==> src/rtl/itl_pkg.sv <==
// Package for the interpolating table lookup.
// Field widths, item kind codes and the controller/datapath command and status structs.
package itl_pkg;

  localparam int INDEX_W = 10;
  localparam int VALUE_W = 32;
  localparam int POS_W   = 16;
  // magnitude of a breakpoint difference always fits 32 bits
  localparam int MAG_W   = 32;

  localparam logic KIND_WRITE  = 1'b0;
  localparam logic KIND_LOOKUP = 1'b1;

  typedef struct packed {
    logic wr;        // store the breakpoint of the accepted write item
    logic capture;   // latch entry number and weight of the accepted lookup
    logic rd_en;     // table read
    logic rd_hi;     // read the upper entry of the pair
    logic load_lo;   // latch lower entry
    logic load_div;  // form the difference, start the divider
    logic div_step;  // divider step; the last one loads the quotient
    logic load_mul;  // weight times step
    logic load_out;  // sum, saturate, into the output register
  } itl_cmd_t;

  typedef struct packed {
    logic div_done;  // the current divider step is the last one
  } itl_status_t;

endpackage

==> src/rtl/itl_ctrl.sv <==
// Controller of the interpolating table lookup: sequences table reads, divider, multiply, output.
// Depends on itl_pkg.
module itl_ctrl import itl_pkg::*; (
  input  logic        clk,
  input  logic        rst_n,
  input  logic        in_valid,
  input  logic        in_kind,
  output logic        in_ready,
  output logic        out_valid,
  input  logic        out_ready,
  output itl_cmd_t    cmd,
  input  itl_status_t status
);

  typedef enum logic [2:0] {
    S_IDLE,
    S_RD_LO,
    S_RD_HI,
    S_LOAD,
    S_DIV,
    S_MUL,
    S_SUM
  } state_t;

  state_t state_r, state_nxt;
  logic   out_valid_r, out_valid_nxt;
  logic   in_acc;

  assign in_ready  = (state_r == S_IDLE);
  assign out_valid = out_valid_r;
  assign in_acc    = in_valid && in_ready;

  always_comb begin
    cmd           = '0;
    state_nxt     = state_r;
    out_valid_nxt = out_valid_r && !out_ready;
    unique case (state_r)
      S_IDLE: begin
        if (in_acc) begin
          if (in_kind == KIND_LOOKUP) begin
            cmd.capture = 1'b1;
            state_nxt   = S_RD_LO;
          end else begin
            cmd.wr = 1'b1;
          end
        end
      end
      S_RD_LO: begin
        cmd.rd_en = 1'b1;
        state_nxt = S_RD_HI;
      end
      S_RD_HI: begin
        cmd.rd_en   = 1'b1;
        cmd.rd_hi   = 1'b1;
        cmd.load_lo = 1'b1;
        state_nxt   = S_LOAD;
      end
      S_LOAD: begin
        cmd.load_div = 1'b1;
        state_nxt    = S_DIV;
      end
      S_DIV: begin
        cmd.div_step = 1'b1;
        if (status.div_done) begin
          state_nxt = S_MUL;
        end
      end
      S_MUL: begin
        cmd.load_mul = 1'b1;
        state_nxt    = S_SUM;
      end
      S_SUM: begin
        // wait until the previous result has left the output register
        if (!out_valid_r || out_ready) begin
          cmd.load_out  = 1'b1;
          out_valid_nxt = 1'b1;
          state_nxt     = S_IDLE;
        end
      end
      default: state_nxt = S_IDLE;
    endcase
  end

  always_ff @(posedge clk) begin
    if (!rst_n) begin
      state_r     <= S_IDLE;
      out_valid_r <= 1'b0;
    end else begin
      state_r     <= state_nxt;
      out_valid_r <= out_valid_nxt;
    end
  end

  a_lookup_starts: assert property (@(posedge clk) disable iff (!rst_n)
    in_acc && (in_kind == KIND_LOOKUP) |=> state_r == S_RD_LO)
    else $error("lookup accepted without starting the table read");

  a_div_holds: assert property (@(posedge clk) disable iff (!rst_n)
    (state_r == S_DIV) && !status.div_done |=> state_r == S_DIV)
    else $error("divider left before its last step");

  a_sum_waits: assert property (@(posedge clk) disable iff (!rst_n)
    (state_r == S_SUM) && out_valid_r && !out_ready |=> (state_r == S_SUM) && out_valid_r)
    else $error("result overwrote a pending output");

  a_result_source: assert property (@(posedge clk) disable iff (!rst_n)
    $rose(out_valid_r) |-> $past(state_r) == S_SUM)
    else $error("output valid raised outside the final step");

endmodule

==> config.mk <==
export PLATFORM = sky130hd
export DESIGN_NAME = itl_ctrl
export DESIGN_NICKNAME = d
export VERILOG_FILES = /design/src/rtl/itl_pkg.sv /design/src/rtl/itl_ctrl.sv
export SDC_FILE = /design/constraint.sdc
export NUM_CORES = 1
export LEC_CHECK = 0
export BUFFER_PORTS_ARGS = -buffer_cell sky130_fd_sc_hd__buf_2
export CAP_MARGIN = 5
export CORE_AREA = 2 2 39 41
export DETAILED_ROUTE_END_ITERATION = 16
export DIE_AREA = 0 0 41 43
export GPL_TIMING_DRIVEN = 1
export PLACE_DENSITY = 0.55
export SYNTH_ARGS = -nofsm -noshare
export SYNTH_HDL_FRONTEND = slang
export SYNTH_SLANG_ARGS = --single-unit
==> constraint.sdc <==
create_clock -name clk -period 2 [get_ports clk]
set_input_delay 0.5 -clock clk [delete_from_list [all_inputs] [get_ports clk]]
set_output_delay 0.5 -clock clk [all_outputs]
set_load 0.02 [all_outputs]
=== After elaboration in Yosys (flattened, before gate mapping) ===
Cells that the tools add are included.

* Input bits: 6
* Flip-flop bits (word level): 4
* Output and inout port bits: 11
* Logic and storage cells: 38

* Reduce and logical (&&, ||, !) cells: 8
* Multiplexer cells: 18
* Eq/ne operators: 10

{| class="wikitable"
|+ Operator list
! cell !! number
|-
| case mux 3 bit (7 select lines) || 1
|-
| 2-to-1 mux 3 bit || 4
|-
| 2-to-1 mux 1 bit || 10
|-
| == test 3 bit (second input constant) || 3
|-
| == test 3 x 2 -> 1 bit (second input constant) || 2
|-
| 2-to-1 mux 2 bit || 3
|-
| inequality test 2 bit (second input constant) || 3
|-
| AND reduction 4 bit || 1
|-
| == test 3 x 1 -> 1 bit (second input constant) || 1
|-
| logical NOT 3 bit || 1
|-
| logical AND 1 bit || 2
|-
| logical NOT 1 bit || 2
|-
| inequality test 2 x 1 -> 1 bit (second input constant) || 1
|-
| OR reduction 2 bit || 1
|-
| logical OR 1 bit || 1
|}

=== Longest topological paths before layout ===
Gate-level depths: netlist of the first run.

* Depth in word-level cells: 4
* Mapped depth: 3
* Gate-level depth less buffers: 2

=== Worst setup path before layout of the first run ===
No wires, ideal clock.

* Path kind: register to output
* Start point: register state_r[2]
* End point: output cmd[8] (netlist name)
* Data arrival time: 1.354 ns
* Setup slack: 0.146 ns
* Buffers on the path: 1
* Cell stages (with the launch flop): 4
* Data required time: 1.500 ns
* Cells stage by stage: dfxtp_1 > buf_6 > nor3_1 > and3b_1

{| class="wikitable"
|+ RTL lines
! what !! RTL line !! RTL
|-
| from (decl) || itl_ctrl.sv:25 || <nowiki>state_t state_r, state_nxt;</nowiki>
|-
| from (signal assigned) || itl_ctrl.sv:89 || <nowiki>state_r <= state_nxt;</nowiki>
|-
| to (decl) || itl_ctrl.sv:11 || <nowiki>output itl_cmd_t cmd,</nowiki>
|}

==> metrics.txt, run 1 <==
cell family with most CP delay simple AND/OR/NAND/NOR gates; Worst-Skew Late Latency 0.23 ns; total core area 1380 um2; sequential standard cell area 80.1 um2; number of core rows 14; number of instances in the synthesized netlist 31; maximum number of pins on one net before global-route repair 12; placed instance count 59; DIE AREA 1760 um2; first-pass GRT wire length 924 um; ratio of routed vias to standard cells 4.40; number of antenna diodes 0; CTS tree built; Power Density 785 nW/um2; unique cell type count in the Yosys netlist 20; number of standard cells in the final layout excluding fillers 62; final worst slack 0.245 ns; Worst R2R Start state_r[0]$_SDFFE_PN0P_; sequential-to-total area share from yosys stat 0.295; drt pass-1 iters 2; clock slew at the register clock pins of the worst setup and hold paths 0.04 ns; count of yosys warnings during synthesis 0; Final period util 0.878; Post-Syn Nets 37; total half-perimeter wirelength after legalization and detailed placement 427 um; y dimension of the die 43 um; global route overflow 0; area grow syn2layout 30.0%; Hold Violations, Final 0; peak clock frequency supported by timing 570 MHz; FF-to-FF path depth 2; via count 273; routed wire length 604 um; average wire per standard cell 9.74 um; Post-CTS Setup Bufs 0; area occupied by multi-input gates 143 um2; proportion of layout cells with a drive suffix above 1 0.435; cell-by-cell trace of the critical path nor3_1, and3_1, buf_2; Levels on crit path 3; antenna viol nets, final 0; worst setup path class reg2out; Area contributors post-synth sky130_fd_sc_hd__dfxtp_1 29%, sky130_fd_sc_hd__buf_6 12%, sky130_fd_sc_hd__a311oi_1 6.5%, sky130_fd_sc_hd__nand2b_1 4.6%, sky130_fd_sc_hd__a21oi_1 3.7%; share of flip-flops with an asynchronous set or reset 0; launching element type of the critical path flop; termination of the worst setup path cmd[7]; fillcell total 152; type of the tightest min-delay check reg2reg; CP Data Required Time 1.50 ns; # nets final 54; synth cell count leaders 4 x sky130_fd_sc_hd__dfxtp_1, 3 x sky130_fd_sc_hd__buf_6; clock period minus worst slack 1.76 ns; maximum count of clock buffers along a single path 2; core utilization of the finished layout 0.255; number of antenna violations at the first check in global routing 0; Starting Density 0.196; horizontal die dimension 41 um; portion of synthesized cell area occupied by the leading cell type 0.295; register-to-register setup slack 0.89 ns; Worst Setup SP state_r[2]$_SDFFE_PN0P_; highest-delay cell along the critical path sky130_fd_sc_hd__dfxtp_1; endpoint type of the worst setup path output pin; worst slew slack as a fraction of its limit 0.768; Clock Skews 0.00391 ns; global placement routability congestion 0.641; detailed-route DRC error count 0; sink count of the clock tree 4; final count of pins violating max slew 0; max-cap violations 0; synthesized area per cell 8.76 um2; peak fanout along the critical path 10; setup slack after placement 0.452 ns; root buffer cell sky130_fd_sc_hd__clkbuf_4; # IOs 17; transition time of the tightest slew-check pin 0.348 ns; setup-violating endpoint count in the final report 0; depth of the CTS H-tree 1; quantity of gates resized following cts 0; CP bufs+invs 1; maximum resistive drop on vdd 0.183 mV; Num CTS Buffers 3; result of the run finished clean; Worst EP arrival 1.26 ns; DR iter-0 viols 8; hold bufs inserted after CTS 0; cell area after synthesis 272 um2; count of state elements after synthesis 4; buffers added on ports 16; dominant register cell in the synthesized netlist sky130_fd_sc_hd__dfxtp_1; top cell type by total area after synthesis sky130_fd_sc_hd__dfxtp_1; highest cell delay on the worst timing path 0.40 ns; EDFF count, synth 0; RSZ-0062 raised after global routing no; P_leak 0.171 nW; via count of the first global-routing pass 259; All-Layer GR Usage 0.0834; Reg2Reg Capture Point state_r[2]$_SDFFE_PN0P_; most common cell in the netlist sky130_fd_sc_hd__dfxtp_1; setup total negative slack 0 ns
[flip-flops by register name (all words and copies together), names as in the netlist]
signal     flops
out_valid      1
state_r        3
[area by class of cell]
type                       instances  area share
sequential                         4       0.227
timing repair buffer              16       0.227
tap                               16      0.0567
multi-input combinational         21       0.404
clock buffer                       3      0.0638
inverter                           2      0.0213
[worst min-delay path, delay by kind of cell (launching register included)]
kind | cells | cell delay (ns)
simple gates | 1 | 0.10
compound gates | 1 | 0.07
flops | 1 | 0.31
[how the worst min path moves through the flow]
stage | start | endpoint | cells after the start
4_1_cts | out_valid$_SDFF_PN0_ | out_valid$_SDFF_PN0_ | 2
2_1_floorplan | state_r[0]$_SDFFE_PN0P_ | state_r[0]$_SDFFE_PN0P_ | 2
3_3_place_gp | out_valid$_SDFF_PN0_ | out_valid$_SDFF_PN0_ | 2
3_5_place_dp | out_valid$_SDFF_PN0_ | out_valid$_SDFF_PN0_ | 2
5_1_grt | status | state_r[0]$_SDFFE_PN0P_ | 3
6_report | out_valid$_SDFF_PN0_ | out_valid$_SDFF_PN0_ | 2
[cells in the final DEF (no fill, tap or decap)]
cell type                   netlist  layout
sky130_fd_sc_hd__buf_2            0      16
sky130_fd_sc_hd__and3_2           1       1
sky130_fd_sc_hd__a21oi_1          2       2
sky130_fd_sc_hd__nor3b_1          1       1
sky130_fd_sc_hd__nand3b_1         1       1
sky130_fd_sc_hd__inv_1            2       2
sky130_fd_sc_hd__a311oi_1         2       2
sky130_fd_sc_hd__clkbuf_4         0       3
sky130_fd_sc_hd__and3_1           1       1
sky130_fd_sc_hd__xnor2_1          1       1
sky130_fd_sc_hd__and3b_1          1       1
sky130_fd_sc_hd__dfxtp_1          4       4
sky130_fd_sc_hd__or3b_1           1       1
sky130_fd_sc_hd__or2b_1           1       1
sky130_fd_sc_hd__nand2b_1         2       2
sky130_fd_sc_hd__a211oi_1         1       1
sky130_fd_sc_hd__nor3_1           2       2
sky130_fd_sc_hd__nor2_1           2       2
sky130_fd_sc_hd__a2111oi_0        1       1
sky130_fd_sc_hd__nor2b_1          1       1
[kinds of logic after synthesis]
family          count (synthesis)  share of synthesized area
buf+inv                         6                      0.180
flops                           4                      0.295
simple gates                   14                      0.332
compound gates                  6                      0.161
xor+xnor                        1                     0.0323
[where the power goes]
part | internal [W] | switching, W
sequential | 0.0000858 | 0.0000144
clock | 0.0000671 | 0.0000333
combinational | 0.0000320 | 0.0000445
[stage by stage]
stage / power [W] / cell area [um2] / hold WS (ns)
3_3_place_gp: 0.000178 / 330 / 0.526
6_report: 0.000277 / 353 / 0.524
2_1_floorplan: 0.000164 / 272 / 0.524
5_1_grt: 0.000296 / 353 / 0.549
3_5_place_dp: 0.000179 / 330 / 0.526
4_1_cts: 0.000285 / 353 / 0.532
[per-layer routing]
layer	up-vias	wire (um)	GRT usage
met2	5	319	0.119
li1	141	-	-
met1	127	245	0.0742
met4	0	0	0.100
met3	0	39	0.0366
met5	-	0	0
Power figures use the tool's default switching activity.
==> inputs of run 2 (changes only) <==
ABC_AREA = 1   (was default)
PLACE_DENSITY = 0.44   (was 0.55)
==> metrics.txt, run 2 <==
peak fanout along the critical path 6 (was 10); DIE AREA 1760 um2 (unchanged); launching element type of the critical path flop (unchanged); hold bufs inserted after CTS 0 (unchanged); y dimension of the die 43 um (unchanged); commonest cells after routing, fill and taps aside 16 x sky130_fd_sc_hd__buf_2, 8 x sky130_fd_sc_hd__nor2_1, 7 x sky130_fd_sc_hd__nand2_1 (was 16 x sky130_fd_sc_hd__buf_2, 4 x sky130_fd_sc_hd__dfxtp_1, 3 x sky130_fd_sc_hd__clkbuf_4); cell area after synthesis 260 um2 (was 272 um2); via count of the first global-routing pass 274 (was 259); CTS tree built (unchanged); clock slew at the register clock pins of the worst setup and hold paths 0.04 ns (about the same); sink count of the clock tree 4 (unchanged); clock period minus worst slack 1.72 ns (was 1.76 ns); Area contributors post-synth sky130_fd_sc_hd__dfxtp_1 31%, sky130_fd_sc_hd__nor2_1 12%, sky130_fd_sc_hd__nand2_1 10%, sky130_fd_sc_hd__inv_1 8.7%, sky130_fd_sc_hd__nand3_1 7.7% (was sky130_fd_sc_hd__dfxtp_1 29%, sky130_fd_sc_hd__buf_6 12%, sky130_fd_sc_hd__a311oi_1 6.5%, sky130_fd_sc_hd__nand2b_1 4.6%, sky130_fd_sc_hd__a21oi_1 3.7%); total core area 1380 um2 (unchanged); routed wire length 640 um (was 604 um); Worst-Skew Late Latency 0.23 ns (about the same); setup total negative slack 0 ns (unchanged); DR iter-0 viols 4 (was 8); dominant register cell in the synthesized netlist sky130_fd_sc_hd__dfxtp_1 (unchanged); maximum number of pins on one net before global-route repair 8 (was 12); most common cell after layout, fill and taps aside sky130_fd_sc_hd__buf_2 (unchanged); most common cell in the netlist sky130_fd_sc_hd__nor2_1 (was sky130_fd_sc_hd__dfxtp_1); quantity of gates resized following cts 0 (unchanged); peak clock frequency supported by timing 581 MHz (was 570 MHz); proportion of layout cells with a drive suffix above 1 0.403 (was 0.435); # nets final 70 (was 54); maximum resistive drop on vdd 0.128 mV (was 0.183 mV); Power Density 787 nW/um2 (was 785 nW/um2); top cell type by total area after synthesis sky130_fd_sc_hd__dfxtp_1 (unchanged); P_leak 0.214 nW (was 0.171 nW); ratio of routed vias to standard cells 4.06 (was 4.40); antenna viol nets, final 0 (unchanged); buffers added on ports 16 (unchanged); CP Data Required Time 1.50 ns (about the same); number of antenna diodes 0 (unchanged); All-Layer GR Usage 0.0904 (was 0.0834); Biggest register state_r (unchanged); global route overflow 0 (unchanged); sequential-to-total area share from yosys stat 0.308 (was 0.295); share of flip-flops with an asynchronous set or reset 0 (unchanged); Worst R2R Start state_r[0]$_SDFFE_PN0P_ (unchanged); Hold Violations, Final 0 (unchanged); root buffer cell sky130_fd_sc_hd__clkbuf_4 (unchanged); type of the tightest min-delay check in2reg (was reg2reg); # IOs 17 (unchanged); via count 317 (was 273); setup-violating endpoint count in the final report 0 (unchanged); Worst EP arrival 1.22 ns (was 1.26 ns); depth of the CTS H-tree 1 (unchanged); final count of pins violating max slew 0 (unchanged); unique cell type count in the Yosys netlist 13 (was 20); Starting Density 0.188 (was 0.196); Clock Skews 0.00402 ns (was 0.00391 ns); total half-perimeter wirelength after legalization and detailed placement 523 um (was 427 um); synthesized area per cell 5.91 um2 (was 8.76 um2); drt pass-1 iters 2 (unchanged); portion of synthesized cell area occupied by the leading cell type 0.308 (was 0.295); Post-CTS Setup Bufs 0 (unchanged); transition time of the tightest slew-check pin 0.260 ns (was 0.348 ns); Final period util 0.860 (was 0.878); hold path startpoint rst_n (was out_valid$_SDFF_PN0_); number of antenna violations at the first check in global routing 0 (unchanged); number of instances in the synthesized netlist 44 (was 31); EDFF count, synth 0 (unchanged); count of yosys warnings during synthesis 0 (unchanged); worst setup path class reg2out (unchanged); horizontal die dimension 41 um (unchanged); synth cell count leaders 8 x sky130_fd_sc_hd__nor2_1, 7 x sky130_fd_sc_hd__nand2_1, 6 x sky130_fd_sc_hd__inv_1, 4 x sky130_fd_sc_hd__dfxtp_1, 4 x sky130_fd_sc_hd__nand3_1 (was 4 x sky130_fd_sc_hd__dfxtp_1, 3 x sky130_fd_sc_hd__buf_6); final-layout worst hold slack 0.545 ns (was 0.524 ns); area grow syn2layout 44.2% (was 30.0%); Num CTS Buffers 3 (unchanged); RSZ-0062 raised after global routing no (unchanged); result of the run finished clean (unchanged); first-pass GRT wire length 1050 um (was 924 um); Worst Setup SP state_r[1]$_SDFFE_PN0P_ (was state_r[2]$_SDFFE_PN0P_); Post-Syn Nets 50 (was 37); global placement routability congestion 0.638 (was 0.641); maximum count of clock buffers along a single path 2 (unchanged); max-cap violations 0 (unchanged); detailed-route DRC error count 0 (unchanged); endpoint type of the worst setup path output pin (unchanged); number of flip-flops in the largest register 3 (unchanged); average wire per standard cell 8.21 um (was 9.74 um); number of core rows 14 (unchanged); worst slew slack as a fraction of its limit 0.827 (was 0.768); count of state elements after synthesis 4 (unchanged)
[run 2: cell types whose count changed after synthesis, sizes merged, moves of 2 or more]
cell    change
nand2b      -2
buf         -3
inv         +6
nor2        +8
and3        -2
nand2       +9
o21ai       +3
nand3       +4
a311oi      -2
[run 2: power breakdown]
part	switching (W)	internal (W)	leakage [nW]
Clock	0.0000327	0.0000671	0.0138
Sequential	0.0000122	0.0000868	0.0326
Combinational	0.0000640	0.0000326	0.167
[run 2: final timing paths]
check                           depth (start not counted)                      end  slack [ns]
worst max register to register                          5  state_r[2]$_SDFFE_PN0P_        0.98
worst max-delay path                                    6                   cmd[8]        0.28
worst min-delay path                                    3  state_r[2]$_SDFFE_PN0P_        0.54
worst min register to register                          4  state_r[1]$_SDFFE_PN0P_        0.60
[run 2: critical path, stage by stage (launching register included)]
cell and delay (ns):
sky130_fd_sc_hd__dfxtp_1 0.36, sky130_fd_sc_hd__nor2_1 0.19, sky130_fd_sc_hd__nand2_1 0.10, sky130_fd_sc_hd__inv_2 0.06, sky130_fd_sc_hd__nand2_1 0.04, sky130_fd_sc_hd__nor2_1 0.07
sky130_fd_sc_hd__buf_2 0.16
[run 2: per-layer routing]
layer / part of all wire / track usage / routed length [um]
met2: 0.49 / 0.128 / 314
met5: 0 / 0 / 0
met4: 0 / 0.0800 / 0
met3: 0.053 / 0.0314 / 34
met1: 0.45 / 0.0997 / 291
[run 2: kinds of logic after synthesis]
kind of cell / Yosys count / synth area share
flip-flops: 4 / 0.308
AO/OA/AOI/OAI: 5 / 0.101
buffers and inverters: 9 / 0.144
AND/OR/NAND/NOR: 26 / 0.447
[run 2: layout make-up]
type,instances,area (um2)
Clock buffer,3,22.5
Fill cell,167,1010
Inverter,8,30.0
Multi-Input combinational cell,31,143
Sequential cell,4,80.1
Tap cell,16,20.0
Timing Repair Buffer,16,80.1
[run 2: through the flow]
stage                     std cells  power [W]  setup WS, ns  instance area (um2)   util
after global routing             78   0.000319         0.135                  375  0.271
after CTS                        78   0.000303         0.246                  375  0.271
after detailed placement         75   0.000198         0.476                  353  0.255
final                            78   0.000295         0.279                  375  0.271
after global placement           75   0.000198         0.497                  353  0.255
after floorplan                  44   0.000168         0.460                  260      -
==> inputs of run 3 (changes only) <==
CORE_AREA = 5 5 42 44   (was 2 2 39 41)
DIE_AREA = 0 0 47 49   (was 0 0 41 43)
==> metrics.txt, run 3 (synthesis results as in run 2) <==
commonest cells after routing, fill and taps aside 16 x sky130_fd_sc_hd__buf_2, 8 x sky130_fd_sc_hd__nor2_1, 7 x sky130_fd_sc_hd__nand2_1 (unchanged); buffers added on ports 16 (unchanged); total half-perimeter wirelength after legalization and detailed placement 553 um (was 523 um); sequential standard cell area 80.1 um2 (unchanged); number of core rows 14 (unchanged); via count 315 (was 317); Worst EP arrival 1.22 ns (about the same); placed instance count 75 (unchanged); final-layout worst hold slack 0.543 ns (was 0.545 ns); final count of pins violating max slew 0 (unchanged); endpoint type of the worst setup path output pin (unchanged); Starting Density 0.186 (was 0.188); CTS tree built (unchanged); total core area 1400 um2 (was 1380 um2); hold bufs inserted after CTS 0 (unchanged); clock period minus worst slack 1.72 ns (about the same); antenna viol nets, final 0 (unchanged); depth of the CTS H-tree 1 (unchanged); worst slew slack as a fraction of its limit 0.824 (was 0.827); detailed-route DRC error count 0 (unchanged); cell family with most CP delay simple AND/OR/NAND/NOR gates (unchanged); peak clock frequency supported by timing 581 MHz (about the same); root buffer cell sky130_fd_sc_hd__clkbuf_4 (unchanged); quantity of gates resized following cts 0 (unchanged); ratio of routed vias to standard cells 4.04 (was 4.06); launching element type of the critical path flop (unchanged); setup-violating endpoint count in the final report 0 (unchanged); cell area after layout 375 um2 (unchanged); transition time of the tightest slew-check pin 0.264 ns (was 0.260 ns); global route overflow 0 (unchanged); Num CTS Buffers 3 (unchanged); P_leak 0.214 nW (unchanged); area occupied by multi-input gates 143 um2 (unchanged); CP bufs+invs 2 (unchanged); Power Density 786 nW/um2 (was 787 nW/um2); setup total negative slack 0 ns (unchanged); global placement routability congestion 0.734 (was 0.638); fillcell total 170 (was 167); most common cell after layout, fill and taps aside sky130_fd_sc_hd__buf_2 (unchanged); average wire per standard cell 8.33 um (was 8.21 um); drt pass-1 iters 4 (was 2); # nets final 70 (unchanged); Clock Skews 0.0000973 ns (was 0.00402 ns); All-Layer GR Usage 0.0711 (was 0.0904); number of antenna diodes 0 (unchanged); via count of the first global-routing pass 299 (was 274); area grow syn2layout 44.2% (unchanged); max-cap violations 0 (unchanged); first-pass GRT wire length 1160 um (was 1050 um); sink count of the clock tree 4 (unchanged); CP Data Required Time 1.50 ns (about the same); peak fanout along the critical path 7 (was 6); maximum count of clock buffers along a single path 2 (unchanged); Hold Violations, Final 0 (unchanged); number of flip-flops in the largest register 3 (unchanged); routed wire length 650 um (was 640 um); # IOs 17 (unchanged); number of antenna violations at the first check in global routing 0 (unchanged); RSZ-0062 raised after global routing no (unchanged); DIE AREA 2300 um2 (was 1760 um2); Area after DPL 353 um2 (unchanged); clock slew at the register clock pins of the worst setup and hold paths 0.04 ns (about the same); Final period util 0.861 (was 0.860); cell-by-cell trace of the critical path nor2_1, nand2_1, inv_2, nand2_1, nor2_1, buf_2 (unchanged); DR iter-0 viols 4 (unchanged); overall power consumption 0.000295 W (about the same); worst setup path class reg2out (unchanged); type of the tightest min-delay check in2reg (unchanged); number of standard cells in the final layout excluding fillers 78 (unchanged); highest-delay cell along the critical path sky130_fd_sc_hd__dfxtp_1 (unchanged); y dimension of the die 49 um (was 43 um); maximum number of pins on one net before global-route repair 8 (unchanged); highest cell delay on the worst timing path 0.37 ns (was 0.36 ns); result of the run finished clean (unchanged); maximum resistive drop on vdd 0.323 mV (was 0.128 mV); Post-CTS Setup Bufs 0 (unchanged); proportion of layout cells with a drive suffix above 1 0.403 (unchanged); Biggest register state_r (unchanged); Worst-Skew Late Latency 0.23 ns (about the same); horizontal die dimension 47 um (was 41 um)
## run 3: path summary, 6_finish.rpt
kind | from | end | slack [ns] | cells after the start
worst max register to register | state_r[0]$_SDFFE_PN0P_ | state_r[2]$_SDFFE_PN0P_ | 0.99 | 5
worst min-delay path | rst_n | state_r[2]$_SDFFE_PN0P_ | 0.54 | 3
worst max-delay path | state_r[0]$_SDFFE_PN0P_ | cmd[8] | 0.28 | 6
worst min register to register | out_valid$_SDFF_PN0_ | state_r[1]$_SDFFE_PN0P_ | 0.61 | 4
## run 3: layout make-up
class	count	area share
multi-input cells	31	0.380
flip-flops and latches	4	0.213
repair buffers	16	0.213
inverters	8	0.0800
clock buffers	3	0.0600
well taps	16	0.0533
## run 3: metal layers
| layer | share of wire | global-route usage |
|---|---|---|
| met1 | 0.46 | 0.0857 |
| met3 | 0.089 | 0.0332 |
| met4 | 0 | 0.0553 |
| met5 | 0 | 0 |
| met2 | 0.44 | 0.0928 |
## run 3: per-stage QoR
stage | util | worst slack [ns]
3_5_place_dp | 0.252 | 0.491
5_1_grt | 0.268 | 0.148
4_1_cts | 0.268 | 0.256
2_1_floorplan | - | 0.460
6_report | 0.268 | 0.278
3_3_place_gp | 0.252 | 0.497
## run 3: power breakdown
part	switching (W)	internal [W]	leakage (nW)	total, W
Sequential	0.0000124	0.0000869	0.0326	0.0000993
Combinational	0.0000641	0.0000326	0.167	0.0000968
Clock	0.0000319	0.0000670	0.0138	0.0000989
Total	0.000108	0.000187	0.214	0.000295
## run 3: worst reg2reg max path, stage by stage (launching register included)
cell and delay, ns:
sky130_fd_sc_hd__dfxtp_1 0.46, sky130_fd_sc_hd__nor2_1 0.11, sky130_fd_sc_hd__nand3_1 0.10, sky130_fd_sc_hd__nand2_1 0.06, sky130_fd_sc_hd__a21oi_1 0.14, sky130_fd_sc_hd__nor2_2 0.04
